<file path="src/flight_phase_detector_macros.svh">
// Assertion helpers shared by the flight phase detector RTL.
`ifndef FLIGHT_PHASE_DETECTOR_MACROS_SVH
`define FLIGHT_PHASE_DETECTOR_MACROS_SVH

`ifndef SYNTHESIS
// Checked on every rising clock edge, ignored while reset is asserted.
`define FPD_ASSERT(lbl, prop, msg) \
  lbl: assert property (@(posedge clk_i) disable iff (!rst_ni) prop) else $error(msg);
// Checked on every rising clock edge, reset included.
`define FPD_ASSERT_ALWAYS(lbl, prop, msg) \
  lbl: assert property (@(posedge clk_i) prop) else $error(msg);
`else
`define FPD_ASSERT(lbl, prop, msg)
`define FPD_ASSERT_ALWAYS(lbl, prop, msg)
`endif

`endif

</file>
<file path="src/fpd_pkg.sv">
`default_nettype none

package fpd_pkg;

  localparam int unsigned AltW     = 24;
  localparam int unsigned AccW     = 24;
  localparam int unsigned JumpW    = 17;
  localparam int unsigned LimitW   = 8;
  localparam int unsigned GravW    = 16;
  localparam int unsigned BandW    = 14;
  localparam int unsigned CntW     = 9;
  localparam int unsigned CfgIdxW  = 8;
  localparam int unsigned CfgDataW = 17;

  // Wide enough for any sum or difference of altitude/accel and the thresholds.
  localparam int unsigned CmpW = 26;

  // Configuration register indexes.
  localparam logic [CfgIdxW-1:0] CfgAltJump    = 8'd0;
  localparam logic [CfgIdxW-1:0] CfgSampLimit  = 8'd1;
  localparam logic [CfgIdxW-1:0] CfgGravity    = 8'd2;
  localparam logic [CfgIdxW-1:0] CfgAccelBand  = 8'd3;

  // Reset values of the configuration registers.
  localparam logic [JumpW-1:0]  AltJumpRst   = 17'd100;
  localparam logic [LimitW-1:0] SampLimitRst = 8'd10;
  localparam logic [GravW-1:0]  GravityRst   = 16'd9807;
  localparam logic [BandW-1:0]  AccelBandRst = 14'd1000;

  // Counter steps.
  localparam logic [CntW:0] JumpStep  = 10'd3;
  localparam logic [CntW:0] SmallStep = 10'd1;
  localparam logic [CntW-1:0] CntMax  = '1;

  typedef enum logic [1:0] {
    TREND_STATIONARY = 2'd0,
    TREND_RISING     = 2'd1,
    TREND_FALLING    = 2'd2
  } trend_e;

  typedef enum logic [2:0] {
    ACC_NEAR_ZERO = 3'd0,
    ACC_NEAR_G    = 3'd1,
    ACC_HIGH_POS  = 3'd2,
    ACC_LOW_NEG   = 3'd3,
    ACC_HIGH_NEG  = 3'd4
  } accel_class_e;

  typedef enum logic [3:0] {
    FS_STABILIZE      = 4'd0,
    FS_READY          = 4'd1,
    FS_BOOST          = 4'd2,
    FS_COAST          = 4'd3,
    FS_FALL           = 4'd4,
    FS_CHUTE_SLOWING  = 4'd5,
    FS_CHUTE_TERMINAL = 4'd6,
    FS_LANDED         = 4'd7,
    FS_UNKNOWN        = 4'd8
  } flight_state_e;

  typedef struct packed {
    logic [JumpW-1:0]  alt_jump_cm;
    logic [LimitW-1:0] trend_limit;
    logic [GravW-1:0]  gravity_mms2;
    logic [BandW-1:0]  accel_band_mms2;
  } cfg_t;

  function automatic flight_state_e decode_state(trend_e trend, accel_class_e acc,
                                                 logic chute, logic stab);
    flight_state_e st;
    st = FS_UNKNOWN;
    if (!chute && trend == TREND_STATIONARY && acc == ACC_NEAR_ZERO) begin
      st = stab ? FS_READY : FS_STABILIZE;
    end else if (!stab) begin
      st = FS_UNKNOWN;
    end else if (!chute) begin
      if (trend == TREND_RISING && acc == ACC_HIGH_POS) begin
        st = FS_BOOST;
      end else if (trend == TREND_RISING && (acc == ACC_NEAR_G || acc == ACC_LOW_NEG)) begin
        st = FS_COAST;
      end else if (trend == TREND_FALLING && acc == ACC_NEAR_G) begin
        st = FS_FALL;
      end
    end else begin
      if (trend == TREND_FALLING && acc == ACC_LOW_NEG) begin
        st = FS_CHUTE_SLOWING;
      end else if (trend == TREND_FALLING && acc == ACC_NEAR_ZERO) begin
        st = FS_CHUTE_TERMINAL;
      end else if (trend == TREND_STATIONARY && acc == ACC_NEAR_ZERO) begin
        st = FS_LANDED;
      end
    end
    return st;
  endfunction

endpackage

`default_nettype wire

</file>
<file path="src/fpd_in_if.sv">
`default_nettype none

interface fpd_in_if;
  import fpd_pkg::*;

  logic                   valid;
  logic                   ready;
  logic signed [AltW-1:0] altitude_cm;
  logic signed [AccW-1:0] vertical_accel;
  logic                   parachute_deployed;
  logic                   stable;

  modport source (output valid, altitude_cm, vertical_accel, parachute_deployed, stable,
                  input ready);
  modport sink   (input valid, altitude_cm, vertical_accel, parachute_deployed, stable,
                  output ready);
endinterface

`default_nettype wire

</file>
<file path="src/fpd_out_if.sv">
`default_nettype none

interface fpd_out_if;
  import fpd_pkg::*;

  logic       valid;
  logic       ready;
  logic [1:0] altitude_trend;
  logic [2:0] accel_class;
  logic [3:0] flight_state;

  modport source (output valid, altitude_trend, accel_class, flight_state, input ready);
  modport sink   (input valid, altitude_trend, accel_class, flight_state, output ready);
endinterface

`default_nettype wire

</file>
<file path="src/fpd_cfg_if.sv">
`default_nettype none

interface fpd_cfg_if;
  import fpd_pkg::*;

  logic                valid;
  logic                ready;
  logic [CfgIdxW-1:0]  index;
  logic [CfgDataW-1:0] data;

  modport source (output valid, index, data, input ready);
  modport sink   (input valid, index, data, output ready);
endinterface

`default_nettype wire

</file>
<file path="src/fpd_cfg_regs.sv">
`default_nettype none

module fpd_cfg_regs (
  input  wire logic   clk_i,
  input  wire logic   rst_ni,
  fpd_cfg_if.sink     cfg_i,
  output fpd_pkg::cfg_t cfg_o
);
  import fpd_pkg::*;

  cfg_t cfg_q, cfg_d;

  assign cfg_i.ready = 1'b1;

  always_comb begin
    cfg_d = cfg_q;
    if (cfg_i.valid) begin
      unique case (cfg_i.index)
        CfgAltJump:   cfg_d.alt_jump_cm     = cfg_i.data[JumpW-1:0];
        CfgSampLimit: cfg_d.trend_limit     = cfg_i.data[LimitW-1:0];
        CfgGravity:   cfg_d.gravity_mms2    = cfg_i.data[GravW-1:0];
        CfgAccelBand: cfg_d.accel_band_mms2 = cfg_i.data[BandW-1:0];
        default:      cfg_d = cfg_q; // unmapped index: ignored
      endcase
    end
  end

  always_ff @(posedge clk_i or negedge rst_ni) begin
    if (!rst_ni) begin
      cfg_q.alt_jump_cm     <= AltJumpRst;
      cfg_q.trend_limit     <= SampLimitRst;
      cfg_q.gravity_mms2    <= GravityRst;
      cfg_q.accel_band_mms2 <= AccelBandRst;
    end else begin
      cfg_q <= cfg_d;
    end
  end

  assign cfg_o = cfg_q;

endmodule

`default_nettype wire

</file>
<file path="src/fpd_trend.sv">
`default_nettype none

`include "flight_phase_detector_macros.svh"

module fpd_trend (
  input  wire logic                           clk_i,
  input  wire logic                           rst_ni,
  input  wire logic                           step_i,
  input  wire logic signed [fpd_pkg::AltW-1:0] altitude_i,
  input  wire logic [fpd_pkg::JumpW-1:0]      alt_jump_i,
  input  wire logic [fpd_pkg::LimitW-1:0]     trend_limit_i,
  output fpd_pkg::trend_e                     trend_o
);
  import fpd_pkg::*;

  logic signed [AltW-1:0] prev_alt_q;
  logic [CntW-1:0]        fall_q, fall_d;
  logic [CntW-1:0]        rise_q, rise_d;

  logic signed [CmpW-1:0] now_s, old_s, jump_s, old_lo, old_hi;
  logic [CntW:0]          fall_sum, rise_sum;
  logic [CntW-1:0]        fall_new, rise_new;
  logic [CntW-1:0]        limit_ext;

  assign now_s  = CmpW'(altitude_i);
  assign old_s  = CmpW'(prev_alt_q);
  assign jump_s = signed'(CmpW'(alt_jump_i));
  assign old_lo = old_s - jump_s;
  assign old_hi = old_s + jump_s;
  assign limit_ext = CntW'(trend_limit_i);

  always_comb begin
    fall_sum = '0;
    if (now_s <= old_lo) begin
      fall_sum = {1'b0, fall_q} + JumpStep;
    end else if (now_s < old_s) begin
      fall_sum = {1'b0, fall_q} + SmallStep;
    end
    fall_new = fall_sum[CntW] ? CntMax : fall_sum[CntW-1:0];

    rise_sum = '0;
    if (now_s >= old_hi) begin
      rise_sum = {1'b0, rise_q} + JumpStep;
    end else if (now_s > old_s) begin
      rise_sum = {1'b0, rise_q} + SmallStep;
    end
    rise_new = rise_sum[CntW] ? CntMax : rise_sum[CntW-1:0];
  end

  // Falling has priority; only the winning counter clears.
  always_comb begin
    fall_d  = fall_new;
    rise_d  = rise_new;
    trend_o = TREND_STATIONARY;
    if (fall_new >= limit_ext) begin
      trend_o = TREND_FALLING;
      fall_d  = '0;
    end else if (rise_new >= limit_ext) begin
      trend_o = TREND_RISING;
      rise_d  = '0;
    end
  end

  always_ff @(posedge clk_i or negedge rst_ni) begin
    if (!rst_ni) begin
      prev_alt_q <= '0;
      fall_q     <= '0;
      rise_q     <= '0;
    end else if (step_i) begin
      prev_alt_q <= altitude_i;
      fall_q     <= fall_d;
      rise_q     <= rise_d;
    end
  end

  `FPD_ASSERT(a_fall_clears, step_i && trend_o == TREND_FALLING |=> fall_q == '0, "fall counter not cleared")
  `FPD_ASSERT(a_rise_clears, step_i && trend_o == TREND_RISING |=> rise_q == '0, "rise counter not cleared")
  `FPD_ASSERT(a_prev_alt, step_i |=> prev_alt_q == $past(altitude_i), "previous altitude not captured")
  `FPD_ASSERT(a_idle_hold, !step_i |=> $stable(fall_q) && $stable(rise_q) && $stable(prev_alt_q), "trend state moved without a sample")

endmodule

`default_nettype wire

</file>
<file path="src/fpd_accel_class.sv">
`default_nettype none

module fpd_accel_class (
  input  wire logic signed [fpd_pkg::AccW-1:0] accel_i,
  input  wire logic [fpd_pkg::GravW-1:0]       gravity_i,
  input  wire logic [fpd_pkg::BandW-1:0]       band_i,
  output fpd_pkg::accel_class_e                class_o
);
  import fpd_pkg::*;

  logic signed [CmpW-1:0] a_s, b_s, g_s, neg_b, neg_g_lo, neg_g_hi;

  assign a_s      = CmpW'(accel_i);
  assign b_s      = signed'(CmpW'(band_i));
  assign g_s      = signed'(CmpW'(gravity_i));
  assign neg_b    = -b_s;
  assign neg_g_lo = -g_s - b_s;
  assign neg_g_hi = -g_s + b_s;

  // Bands tested in priority order; earlier band wins where they overlap.
  always_comb begin
    if (a_s >= neg_b && a_s <= b_s) begin
      class_o = ACC_NEAR_ZERO;
    end else if (a_s >= neg_g_lo && a_s <= neg_g_hi) begin
      class_o = ACC_NEAR_G;
    end else if (a_s > b_s) begin
      class_o = ACC_HIGH_POS;
    end else if (a_s <= neg_b && a_s >= neg_g_hi) begin
      class_o = ACC_LOW_NEG;
    end else begin
      class_o = ACC_HIGH_NEG;
    end
  end

endmodule

`default_nettype wire

</file>
<file path="src/flight_phase_detector.sv">
`default_nettype none

// Flight phase detector. Each input transfer carries one altitude sample (cm), one
// low-passed vertical acceleration (mm/s^2), the parachute-deployed bit and the
// attitude-stable bit; each produces exactly one result transfer with the altitude
// trend pulse, the acceleration band and the decoded flight state. The block takes
// one sample per clock cycle sustained while results are taken. A sample sits
// in the input register; the trend counters, band compares and state decode are
// combinational logic behind it, and their result is registered in the output
// register with result valid high when the sample moves on. A new sample is taken
// while a result still waits downstream; with both registers full and the result
// not taken, the input stalls. The one-sample-per-cycle rate is set by the trend
// counter update, which closes on itself (previous altitude, rise and fall
// counters). Configuration writes are always ready and take effect on the next
// cycle; write them only while no sample is in flight. Trend counters and the
// previous altitude reset to zero, so the first sample is compared against zero.

`include "flight_phase_detector_macros.svh"

module flight_phase_detector (
  input  wire logic  clk_i,
  input  wire logic  rst_ni,
  fpd_cfg_if.sink    cfg_i,
  fpd_in_if.sink     in_i,
  fpd_out_if.source  out_o
);
  import fpd_pkg::*;

  cfg_t cfg;

  // Input stage.
  logic                   s1_v_q;
  logic signed [AltW-1:0] s1_alt_q;
  logic signed [AccW-1:0] s1_acc_q;
  logic                   s1_chute_q;
  logic                   s1_stab_q;

  // Result stage.
  logic          out_v_q;
  trend_e        out_trend_q;
  accel_class_e  out_cls_q;
  flight_state_e out_state_q;

  logic          adv;        // input stage moves into the result register
  logic          in_xfer;
  trend_e        trend;
  accel_class_e  cls;
  flight_state_e state;

  assign adv         = s1_v_q && (!out_v_q || out_o.ready);
  assign in_i.ready  = !s1_v_q || adv;
  assign in_xfer     = in_i.valid && in_i.ready;

  fpd_cfg_regs u_cfg (
    .clk_i  (clk_i),
    .rst_ni (rst_ni),
    .cfg_i  (cfg_i),
    .cfg_o  (cfg)
  );

  // Counter state only advances when the sample leaves the input stage.
  fpd_trend u_trend (
    .clk_i         (clk_i),
    .rst_ni        (rst_ni),
    .step_i        (adv),
    .altitude_i    (s1_alt_q),
    .alt_jump_i    (cfg.alt_jump_cm),
    .trend_limit_i (cfg.trend_limit),
    .trend_o       (trend)
  );

  fpd_accel_class u_accel (
    .accel_i   (s1_acc_q),
    .gravity_i (cfg.gravity_mms2),
    .band_i    (cfg.accel_band_mms2),
    .class_o   (cls)
  );

  assign state = decode_state(trend, cls, s1_chute_q, s1_stab_q);

  always_ff @(posedge clk_i or negedge rst_ni) begin
    if (!rst_ni) begin
      s1_v_q <= 1'b0;
    end else if (in_i.ready) begin
      s1_v_q <= in_i.valid;
    end
  end

  always_ff @(posedge clk_i) begin
    if (in_xfer) begin
      s1_alt_q   <= in_i.altitude_cm;
      s1_acc_q   <= in_i.vertical_accel;
      s1_chute_q <= in_i.parachute_deployed;
      s1_stab_q  <= in_i.stable;
    end
  end

  always_ff @(posedge clk_i or negedge rst_ni) begin
    if (!rst_ni) begin
      out_v_q <= 1'b0;
    end else if (adv) begin
      out_v_q <= 1'b1;
    end else if (out_o.ready) begin
      out_v_q <= 1'b0;
    end
  end

  always_ff @(posedge clk_i) begin
    if (adv) begin
      out_trend_q <= trend;
      out_cls_q   <= cls;
      out_state_q <= state;
    end
  end

  assign out_o.valid          = out_v_q;
  assign out_o.altitude_trend = out_trend_q;
  assign out_o.accel_class    = out_cls_q;
  assign out_o.flight_state   = out_state_q;

  // A stalled input stage keeps its sample.
  `FPD_ASSERT(a_s1_hold, s1_v_q && !adv |=> s1_v_q && $stable(s1_alt_q) && $stable(s1_acc_q), "input stage lost its sample")
  // Every advance shows up as a result.
  `FPD_ASSERT(a_adv_out, adv |=> out_v_q, "advanced sample missing at output")
  // Pre-launch states only come from a quiet, stationary sample.
  `FPD_ASSERT(a_prelaunch, out_v_q && (out_state_q == FS_STABILIZE || out_state_q == FS_READY) |-> out_trend_q == TREND_STATIONARY && out_cls_q == ACC_NEAR_ZERO, "pre-launch state decoded wrongly")
  // A result not taken stays put.
  `FPD_ASSERT(a_out_hold, out_v_q && !out_o.ready |=> out_v_q && $stable(out_state_q), "result dropped while stalled")

endmodule

`default_nettype wire

</file>
<file path="src/flat_wrapper.sv">
// flat-port wrapper written by rule: the top's interface ports become plain ports
module flight_phase_detector_flat import fpd_pkg::*;
  (clk_i, rst_ni, cfg_i_valid, cfg_i_index, cfg_i_data, cfg_i_ready, in_i_valid, in_i_altitude_cm, in_i_vertical_accel, in_i_parachute_deployed, in_i_stable, in_i_ready, out_o_valid, out_o_altitude_trend, out_o_accel_class, out_o_flight_state, out_o_ready);
  fpd_cfg_if cfg_i_i ();
  fpd_in_if in_i_i ();
  fpd_out_if out_o_i ();
  input  wire logic clk_i;
  input  wire logic rst_ni;
  input wire logic [$bits(cfg_i_i.valid)-1:0] cfg_i_valid;
  input wire logic [$bits(cfg_i_i.index)-1:0] cfg_i_index;
  input wire logic [$bits(cfg_i_i.data)-1:0] cfg_i_data;
  output wire logic [$bits(cfg_i_i.ready)-1:0] cfg_i_ready;
  input wire logic [$bits(in_i_i.valid)-1:0] in_i_valid;
  input wire logic [$bits(in_i_i.altitude_cm)-1:0] in_i_altitude_cm;
  input wire logic [$bits(in_i_i.vertical_accel)-1:0] in_i_vertical_accel;
  input wire logic [$bits(in_i_i.parachute_deployed)-1:0] in_i_parachute_deployed;
  input wire logic [$bits(in_i_i.stable)-1:0] in_i_stable;
  output wire logic [$bits(in_i_i.ready)-1:0] in_i_ready;
  output wire logic [$bits(out_o_i.valid)-1:0] out_o_valid;
  output wire logic [$bits(out_o_i.altitude_trend)-1:0] out_o_altitude_trend;
  output wire logic [$bits(out_o_i.accel_class)-1:0] out_o_accel_class;
  output wire logic [$bits(out_o_i.flight_state)-1:0] out_o_flight_state;
  input wire logic [$bits(out_o_i.ready)-1:0] out_o_ready;
  assign cfg_i_i.valid = cfg_i_valid;
  assign cfg_i_i.index = cfg_i_index;
  assign cfg_i_i.data = cfg_i_data;
  assign cfg_i_ready = cfg_i_i.ready;
  assign in_i_i.valid = in_i_valid;
  assign in_i_i.altitude_cm = in_i_altitude_cm;
  assign in_i_i.vertical_accel = in_i_vertical_accel;
  assign in_i_i.parachute_deployed = in_i_parachute_deployed;
  assign in_i_i.stable = in_i_stable;
  assign in_i_ready = in_i_i.ready;
  assign out_o_valid = out_o_i.valid;
  assign out_o_altitude_trend = out_o_i.altitude_trend;
  assign out_o_accel_class = out_o_i.accel_class;
  assign out_o_flight_state = out_o_i.flight_state;
  assign out_o_i.ready = out_o_ready;
  flight_phase_detector u_core (.clk_i(clk_i), .rst_ni(rst_ni), .cfg_i(cfg_i_i), .in_i(in_i_i), .out_o(out_o_i));
endmodule
</file>
<file path="config.mk">
export PLATFORM = sky130hd
export DESIGN_NAME = flight_phase_detector_flat
export DESIGN_NICKNAME = d
export VERILOG_FILES = /design/src/fpd_pkg.sv /design/src/fpd_in_if.sv /design/src/fpd_out_if.sv /design/src/fpd_cfg_if.sv /design/src/fpd_cfg_regs.sv /design/src/fpd_trend.sv /design/src/fpd_accel_class.sv /design/src/flight_phase_detector.sv /design/src/flat_wrapper.sv
export VERILOG_INCLUDE_DIRS = /design/src /design/src/src
export SDC_FILE = /design/constraint.sdc
export NUM_CORES = 1
export LEC_CHECK = 0
export BUFFER_PORTS_ARGS = -buffer_cell sky130_fd_sc_hd__buf_2
export CORE_MARGIN = 3
export CORE_UTILIZATION = 65
export CTS_CLUSTER_SIZE = 40
export DETAILED_ROUTE_END_ITERATION = 10
export GPL_ROUTABILITY_DRIVEN = 0
export PLACE_DENSITY = 0.95
export SKIP_LAST_GASP = 1
export SYNTH_ARGS = -nofsm -noshare
export SYNTH_HDL_FRONTEND = slang
export SYNTH_SLANG_ARGS = --single-unit
export TNS_END_PERCENT = 20
</file>
<file path="constraint.sdc">
create_clock -name clk_i -period 11.1 [get_ports clk_i]
set_clock_uncertainty 0.05 [all_clocks]
set_input_delay 1.11 -clock clk_i [delete_from_list [all_inputs] [get_ports clk_i]]
set_output_delay 1.11 -clock clk_i [all_outputs]
set_load 0.1 [all_outputs]
</file>
**After elaboration in Yosys (flattened, before gate mapping)**

Index checks and enable logic that the tools add are counted.
Widths: inputs -> output; s select.

- Output and inout port bits: 12
- Bits of input ports: 80
- Logic and storage cells: 101
- Flip-flop bits (word level): 158

- Multiplexer cells: 27
- Magnitude comparators: 13
- Eq/ne operators: 8
- Reduce and logical (&&, ||, !) cells: 27
- Add/sub/neg operators: 10

Operators by type and width:

| cell | count |
|---|---|
| $ge 24x26->1 | 3 |
| $le 24x26->1 | 2 |
| $mux 9 | 5 |
| $mux 10 | 4 |
| $mux 4 | 9 |
| $add 26x15->26 | 1 |
| $neg 14->26 | 1 |
| $neg 16->26 | 1 |
| $sub 26x15->26 | 1 |
| $add 24x18->25 | 1 |
| $ge 24x25->1 | 1 |
| $le 24x25->1 | 1 |
| $sub 24x18->25 | 1 |
| $gt 24x15->1 | 1 |
| $gt 24x24->1 | 1 |
| $le 24x15->1 | 1 |
| $lt 24x24->1 | 1 |
| $add 9x1->10 const B | 2 |
| $add 9x2->10 const B | 2 |
| $ge 9x8->1 | 2 |
| $eq 8x2->1 const B | 2 |
| $logic_and 1x1->1 | 13 |
| $mux 3 | 4 |
| $eq 8x1->1 const B | 1 |
| 13 further kinds | 24 |

**Depth between registers and ports, before layout**

Gate-level depths: netlist of run 1.

- Word-level depth: 16
- Gate-level depth with buffers: 36
- Mapped depth without buffers: 35

**Cells and area by module**

Synthesis of run 1 repeated with hierarchy kept, for this count alone.

- Cell total of the unflattened synthesis: 1,581
- Area, all modules: 14,830.5 um^2

Modules (own cells, without submodules):

| module | cells each | area each (um^2) | times used | sequential area each (um^2) |
|---|---|---|---|---|
| fpd_trend | 822 | 6,396.1 | 1 | 1,051.0 |
| fpd_accel_class | 545 | 4,190.3 | 1 | 0.0 |
| fpd_cfg_regs | 122 | 2,197.1 | 1 | 1,400.1 |
| flight_phase_detector | 92 | 2,047.0 | 1 | 1,821.7 |

**Worst setup path after synthesis of run 1**

OpenSTA, ideal clock, no wires.

- Path type: register to register
- Start: register u_core.u_cfg.cfg_q, in the netlist u_core.u_cfg.cfg_o[40]
- End: register u_core.u_trend.fall_q[0]
- Library setup time: 0.077 ns
- Setup slack: 4.532 ns
- Period minus slack after synthesis: 6.568 ns
- Path buffers: 1
- Data arrival time: 6.441 ns
- Cell stages (with the launch flop): 34
- Required time: 10.973 ns
- Cells stage by stage: dfstp_2 > inv_1 > ha_1 > nor2b_1 > o21a_1 > o21ai_1 > a21oi_1 > and4_1 > o311ai_1 > nand2b_1 > a31oi_1 > o211ai_1 > o21a_1 > ha_1 > and3_1 > a2111o_1 > a31oi_1 > o21ai_1 > o21ai_2 > buf_6 > nor2b_1 > o21bai_2 > o21a_1 > ha_1 > nand2b_1 > a211oi_1 > o21bai_1 > a21oi_1 > o21ai_0 > a221oi_2 > o31a_4 > inv_2 > or4_1 > o21ai_1

- Longest elaborated chain between the ends: 6

RTL lines:

| what | RTL line | RTL |
|---|---|---|
| from (decl) | fpd_cfg_regs.sv:11 | `cfg_t cfg_q, cfg_d;` |
| from (signal assigned) | fpd_cfg_regs.sv:35 | `cfg_q <= cfg_d;` |
| $sub 24x18->25 * | fpd_trend.sv:28 | `assign old_lo = old_s - jump_s;` |
| $le 24x25->1 * | fpd_trend.sv:34 | `if (now_s <= old_lo) begin` |
| $mux 10 * | fpd_trend.sv:34 |  |
| $mux 9 * | fpd_trend.sv:39 | `fall_new = fall_sum[CntW] ? CntMax : fall_sum[CntW-1:0];` |
| $ge 9x8->1 | fpd_trend.sv:55 | `if (fall_new >= limit_ext) begin` |
| $mux 9 * | fpd_trend.sv:55 |  |
| to (signal assigned) | fpd_trend.sv:71 | `fall_q <= fall_d;` |
| to (decl) | fpd_trend.sv:17 | `logic [CntW-1:0] fall_q, fall_d;` |

Every way passes the cells marked *; elsewhere a longest branch is shown, timed or not.
A chain may end at the register's enable or synchronous reset.

**Worst setup path after layout of run 1**

Ends and elaborated chain as after synthesis.

==> results of run 1 <==
where the power goes:
part / leakage [nW] / internal [mW] / switching, mW
clock: 0.279 / 0.354 / 0.250
combinational: 4.91 / 0.468 / 0.762
sequential: 1.76 / 0.678 / 0.0778
total: 6.95 / 1.50 / 1.09
cells in the final DEF, fill, tap and decap left out, drive strengths merged, types with 59 or more instances in the layout:
cell type,count
o21ai,111
buf,93
inv,119
nor2,107
edfxtp,59
nand2,114
dfrtp,80
a21oi,100
ha,249
xnor2,84
worst max-delay path by stage:
stage | slack, ns | to | cells past startpoint | startpoint
after floorplan | 4.53 | u_core.u_trend.fall_q[0]$_DFFE_PN0P_ | 33 | u_core.u_cfg.cfg_o[40]$_DFFE_PN1P_
after global placement | 3.60 | u_core.u_trend.fall_q[0]$_DFFE_PN0P_ | 32 | u_core.u_cfg.cfg_o[40]$_DFFE_PN1P_
after detailed placement | 3.22 | u_core.u_trend.fall_q[0]$_DFFE_PN0P_ | 32 | u_core.u_cfg.cfg_o[40]$_DFFE_PN1P_
after CTS | 3.02 | u_core.u_trend.fall_q[0]$_DFFE_PN0P_ | 32 | u_core.u_cfg.cfg_o[40]$_DFFE_PN1P_
after global routing | 2.44 | u_core.u_trend.fall_q[0]$_DFFE_PN0P_ | 32 | u_core.u_cfg.cfg_o[39]$_DFFE_PN0P_
final | 2.82 | u_core.u_trend.fall_q[0]$_DFFE_PN0P_ | 32 | u_core.u_cfg.cfg_o[40]$_DFFE_PN1P_
layout make-up:
| type | instances | area share |
|---|---|---|
| Clock buffer | 22 | 0.0283 |
| Timing Repair Buffer | 93 | 0.0303 |
| Clock inverter | 10 | 0.00885 |
| Inverter | 119 | 0.0285 |
| Sequential cell | 158 | 0.272 |
| Tap cell | 275 | 0.0219 |
| Multi-Input combinational cell | 1249 | 0.610 |
metrics by stage:
step                area, um^2  setup WS (ns)
detailed placement       15100           3.22
floorplan                14500           4.53
finish                   15700           2.82
CTS                      15700           3.02
global placement         15100           3.60
global route             15700           2.44
cell families after synthesis:
logic type / share of synthesized area
compound gates: 0.183
flops: 0.296
mux: 0.0323
buf+inv: 0.0434
other cells: 0.000259
fa+ha+maj: 0.225
xor+xnor: 0.0599
simple gates: 0.160
flip-flops by register name, indices dropped and copies added, names as in the netlist, 3 cells and up:
signal and flops:
u_core.out_o.accel_class 3, u_core.out_o.flight_state 4, u_core.s1_acc_q 24, u_core.s1_alt_q 24, u_core.u_cfg.cfg_o 55, u_core.u_trend.fall_q 9, u_core.u_trend.prev_alt_q 24, u_core.u_trend.rise_q 9
worst register-to-register path: cells and delay by family (launching register included):
family / cells / cell delay, ns
compound gates: 20 / 4.87
simple gates: 7 / 1.67
fa+ha+maj: 3 / 0.92
flops: 1 / 0.53
buf+inv: 2 / 0.15
per-layer routing:
metal,vias up,GRT usage
li1,5900,-
met5,-,0
met1,6159,0.397
met4,0,0.207
met3,207,0.0629
met2,753,0.562
==> reports/results.tsv, run 1 <==
metric	value	unit
Worst R2R Path Depth	32	
FF/Latch Area	4270	um^2
hold-critical path endpoint	u_core.out_o.valid$_DFFE_PN0P_	
largest net degree at the start of global routing	65	
Power Dens Cells	165	nW/um^2
max incr delay on CP	0.75	ns
WL final	40.3	mm
Setup Fix Bufs, Post-CTS	0	
max-slew violations	0	
# port buffers	90	
Post-Synthesis Cells	1567	
Critical Path RT	11.40	ns
total power	2.59	mW
slew margin rel.	0.237	
commonest register cell after synthesis	dfrtp_1	
hpwl dp	30.4	mm
Period Utilization, post-route	0.746	
CTS buffer count	17	
GRT overflow	0	
fin crit period	8.28	ns
length of the first detailed-routing pass in iterations	6	
DIE AREA	24100	um^2
endpoints failing hold	0	
post-synthesis cell type with the largest combined area	ha_1	
Reg-to-Reg End	u_core.u_trend.fall_q[0]$_DFFE_PN0P_	
initial core utilization	0.675	
number of global-route vias before repair	13200	
WS Path Type	reg2reg	
RR Startpoint	u_core.u_cfg.cfg_o[40]$_DFFE_PN1P_	
WP buf/inv	2	
Setup TNS	0	ns
final net count	1971	
crit start category	register	
initial antenna violation count	0	
Worst-Skew Late Latency	0.45	ns
Data arrival, critical path	8.58	ns
Syn. warnings	0	
Lkg Pwr	6.95	nW
final setup violation count	0	
Fin Hold WS	0.447	ns
cell area after synthesis	14500	um^2
Hold Crit Start	u_core.s1_v_q$_DFFE_PN0N_	
floorplan core area	21400	um^2
met2 wire len	19.2	mm
DR vias	13000	
Synth top area share	0.216	
post-CTS sizing	0	
routed length on met3	3.29	mm
Synth async-reset ratio	0.627	
hold_buf cts	0	
all-layer global routing usage	0.335	
flop-to-flop setup slack	2.82	ns
Post-synth top cells	ha_1, inv_1, nand2_1	
multi-input combinational cell area	9560	um^2
post-synth net total	1900	
slew at the pin closest to its max-slew limit	1.14	ns
CTS tree	done	
sequential-to-total area share from yosys stat	0.296	
# fillers	1405	
clk buf depth	2	
Layout area overhead	8.50	%
Hold Crit Depth	1	
post-synthesis register bit count	158	
HP Class	reg2reg	
synth top area cells	ha_1, dfrtp_1, edfxtp_1	
first-pass GRT wire length	64.8	mm
worst vdd ir	104	uV
placed cells	1894	
DRT iter0 DRCs	1333	
Top Family by Delay on Critical Path	compound AO/OA/AOI/OAI gates	
clk sink count	158	
syn avg cell area	9.23	um^2
RSZ-0062 raised after global routing	no	
metal1 wirelength	15.2	mm
Finished Core Util	0.732	
post-route antenna net violation count	0	
die height	155	um
slowest stage cell, crit path	o21ai_2	
Crit. End Element	register	
top achievable clock speed	121	MHz
H-tree Lvls	4	
I/O pins	92	
# DRC	0	
average wire per standard cell	20.9	um
DR top layer	met4	
Die Wd	155	um
number of synthesized flops with an enable pin	59	
layout cells sized above 1	0.137	
most frequent cell after synthesis	ha_1	
n_diodes	0	
Worst Path Max Fanout	20	
Worst-path clk slew	0.07	ns
row count	53	
final cell count without fillers	1926	
max-cap violations	0	
status	complete, no violations	
CTS root buf	clkbuf_16	
Cell variety after synth	102	
Avg Vias per Cell	6.76	
Note: power is estimated with default switching activity, not from simulation.
==> run 2, diff against run 1 <==
--- a/config.mk
+++ b/config.mk
@@ -6,13 +6,14 @@
 export SDC_FILE = /design/constraint.sdc
 export NUM_CORES = 1
 export LEC_CHECK = 0
+export ABC_AREA = 1
 export BUFFER_PORTS_ARGS = -buffer_cell sky130_fd_sc_hd__buf_2
 export CORE_MARGIN = 3
-export CORE_UTILIZATION = 65
+export CORE_UTILIZATION = 63
 export CTS_CLUSTER_SIZE = 40
 export DETAILED_ROUTE_END_ITERATION = 10
 export GPL_ROUTABILITY_DRIVEN = 0
-export PLACE_DENSITY = 0.95
+export PLACE_DENSITY = 0.94
 export SKIP_LAST_GASP = 1
 export SYNTH_ARGS = -nofsm -noshare
 export SYNTH_HDL_FRONTEND = slang
==> constraint.sdc (replaced) <==
create_clock -name clk_i -period 8.63 [get_ports clk_i]
set_clock_uncertainty 0.05 [all_clocks]
set_input_delay 0.863 -clock clk_i [delete_from_list [all_inputs] [get_ports clk_i]]
set_output_delay 0.863 -clock clk_i [all_outputs]
set_load 0.1 [all_outputs]
==> run 2 against run 1 <==
Against the previous run: die area rose by 5.3%; final cell count is 23% higher; sequential power up 36%; non-clock buffer count stayed put; final area is 2.5% higher; sequential share of layout area fell by 0.67 points; global-route usage is 2.7 points lower.
==> reports/results.tsv, run 2 <==
metric	value	unit
synth top area cells	ha_1, dfrtp_1, edfxtp_1	
average wire per standard cell	16.7	um
max-slew violations	0	
I/O pins	92	
CTS buffer count	17	
post-route antenna net violation count	0	
largest net degree at the start of global routing	68	
clk buf depth	2	
DIE AREA	25300	um^2
Worst-Skew Late Latency	0.44	ns
Worst Path Max Fanout	11	
initial core utilization	0.647	
Die Wd	159	um
Cell variety after synth	56	
post-synthesis cell type with the largest combined area	ha_1	
all-layer global routing usage	0.308	
# DRC	0	
sequential-to-total area share from yosys stat	0.289	
Lkg Pwr	8.33	nW
most common cell after layout, fill and taps aside	nand2_1	
hold_buf cts	0	
commonest register cell after synthesis	dfrtp_1	
Synth async-reset ratio	0.627	
Worst R2R Path Depth	43	
first-pass GRT wire length	64.5	mm
die height	159	um
slew margin rel.	0.323	
flop-to-flop setup slack	1.15	ns
GR Util met2	0.523	
Avg Vias per Cell	5.95	
row count	55	
Setup TNS	0	ns
Data arrival, critical path	7.72	ns
post-synth net total	2294	
Setup Fix Bufs, Post-CTS	0	
max-cap violations	0	
Crit. End Element	register	
clk sink count	158	
final net count	2370	
RSZ-0062 raised after global routing	no	
fin crit period	7.48	ns
max incr delay on CP	0.55	ns
Finished Core Util	0.704	
Worst-path clk slew	0.07	ns
fin worst setup slack	1.15	ns
final setup violation count	0	
number of global-route vias before repair	13900	
CTS tree	done	
Post-Synthesis Cells	1961	
slew at the pin closest to its max-slew limit	1.01	ns
CTS root buf	clkbuf_16	
length of the first detailed-routing pass in iterations	8	
commonest cells after routing, fill and taps aside	nand2_1, inv_1, ha_1	
Syn. warnings	0	
Layout area overhead	8.79	%
Synth top area share	0.211	
cell area after synthesis	14800	um^2
most frequent CP cell	nand2_1	
Place WS	1.51	ns
DR vias	14100	
Period Utilization, post-route	0.867	
number of flip-flops in the largest register	55	
number of synthesized flops with an enable pin	59	
HP Class	in2async	
Post-synth top cells	nand2_1, inv_1, ha_1	
met3 Use GR	0.0624	
slowest stage cell, crit path	dfstp_2	
met1 GRT Util	0.352	
GRT overflow	0	
syn avg cell area	7.54	um^2
crit start category	register	
status	complete, no violations	
initial antenna violation count	0	
DRT iter0 DRCs	1289	
# port buffers	90	
most frequent cell after synthesis	nand2_1	
Reg-to-Reg End	u_core.u_trend.rise_q[3]$_DFFE_PN0P_	
RR Startpoint	u_core.u_cfg.cfg_o[40]$_DFFE_PN1P_	
Critical Path RT	8.87	ns
WS Path Type	reg2reg	
layout cells sized above 1	0.0810	
top achievable clock speed	134	MHz
endpoints failing hold	0	
post-synthesis register bit count	158	
crit path from	u_core.u_cfg.cfg_o[40]$_DFFE_PN1P_	
worst vdd ir	137	uV
n_diodes	0	
floorplan core area	22800	um^2
post-CTS sizing	0	
WL final	39.5	mm
H-tree Lvls	4	
Power Dens Cells	270	nW/um^2
global route hottest layer	met2	
hpwl dp	30.0	mm
run 2: cell count changes in the layout (fill, tap and decap cells not counted), moves of 40 or more:
cell,before,now
xnor2_1,81,5
inv_1,114,297
xor2_1,11,101
nor2_1,103,165
nand3_1,41,81
nand2_1,114,445
run 2: stage by stage:
step           instances  hold slack (ns)  power [mW]  cell area, um^2
6_report            2363            0.309        4.35            16100
3_3_place_gp        2331            0.420        3.32            15500
2_1_floorplan       1961            0.403        2.91            14800
3_5_place_dp        2331            0.432        3.48            15500
5_1_grt             2363            0.328        4.70            16100
4_1_cts             2363            0.323        4.28            16100
run 2: logic make-up (layout without fill, tap and decap cells):
| family | after synthesis | in the layout | share of synthesized area |
|---|---|---|---|
| AOI/OAI and AO/OA | 326 | 326 | 0.122 |
| and+or+nand+nor | 780 | 780 | 0.223 |
| DFF | 158 | 158 | 0.289 |
| xor gates and xnor gates | 106 | 106 | 0.0628 |
| adders and majority gates | 253 | 253 | 0.216 |
| buffers and inverters | 337 | 426 | 0.0868 |
| other | 1 | 1 | 0.000254 |
run 2: layer usage:
metal | routed length (um) | vias up
met1 | 14800 | 6427
met2 | 18700 | 778
met5 | 0 | -
li1 | - | 6601
met4 | 2880 | 0
met3 | 3100 | 249
run 2: power by group:
part / internal (mW) / switching (mW)
registers: 0.907 / 0.124
clock network: 0.420 / 0.335
logic: 0.883 / 1.68
total: 2.21 / 2.14
run 2: area by class of cell:
class	count	area, um^2
Timing Repair Buffer	93	475
Multi-Input combinational cell	1466	9230
Clock inverter	10	77.6
Clock buffer	22	507
Inverter	301	1130
Tap cell	313	392
Sequential cell	158	4270
Fill cell	1671	6770
run 2: worst max path at each step:
stage,to,slack [ns],cells after the start
finish,u_core.u_trend.rise_q[3]$_DFFE_PN0P_,1.15,43
CTS,u_core.u_trend.rise_q[2]$_DFFE_PN0P_,1.42,42
detailed placement,u_core.out_o.flight_state[2]$_SDFFCE_PP0P_,1.51,45
global route,u_core.u_trend.rise_q[2]$_DFFE_PN0P_,0.48,43
global placement,u_core.u_trend.rise_q[2]$_DFFE_PN0P_,1.97,43
floorplan,u_core.out_o.flight_state[2]$_SDFFCE_PP0P_,2.68,49
run 2: critical path: cells and delay by family (launching register included):
| family | cells | cell delay, ns |
|---|---|---|
| AOI/OAI and AO/OA | 11 | 2.29 |
| xor gates and xnor gates | 1 | 0.15 |
| adders and majority gates | 3 | 1.03 |
| buffers and inverters | 8 | 0.63 |
| DFF | 1 | 0.55 |
| and+or+nand+nor | 20 | 2.64 |
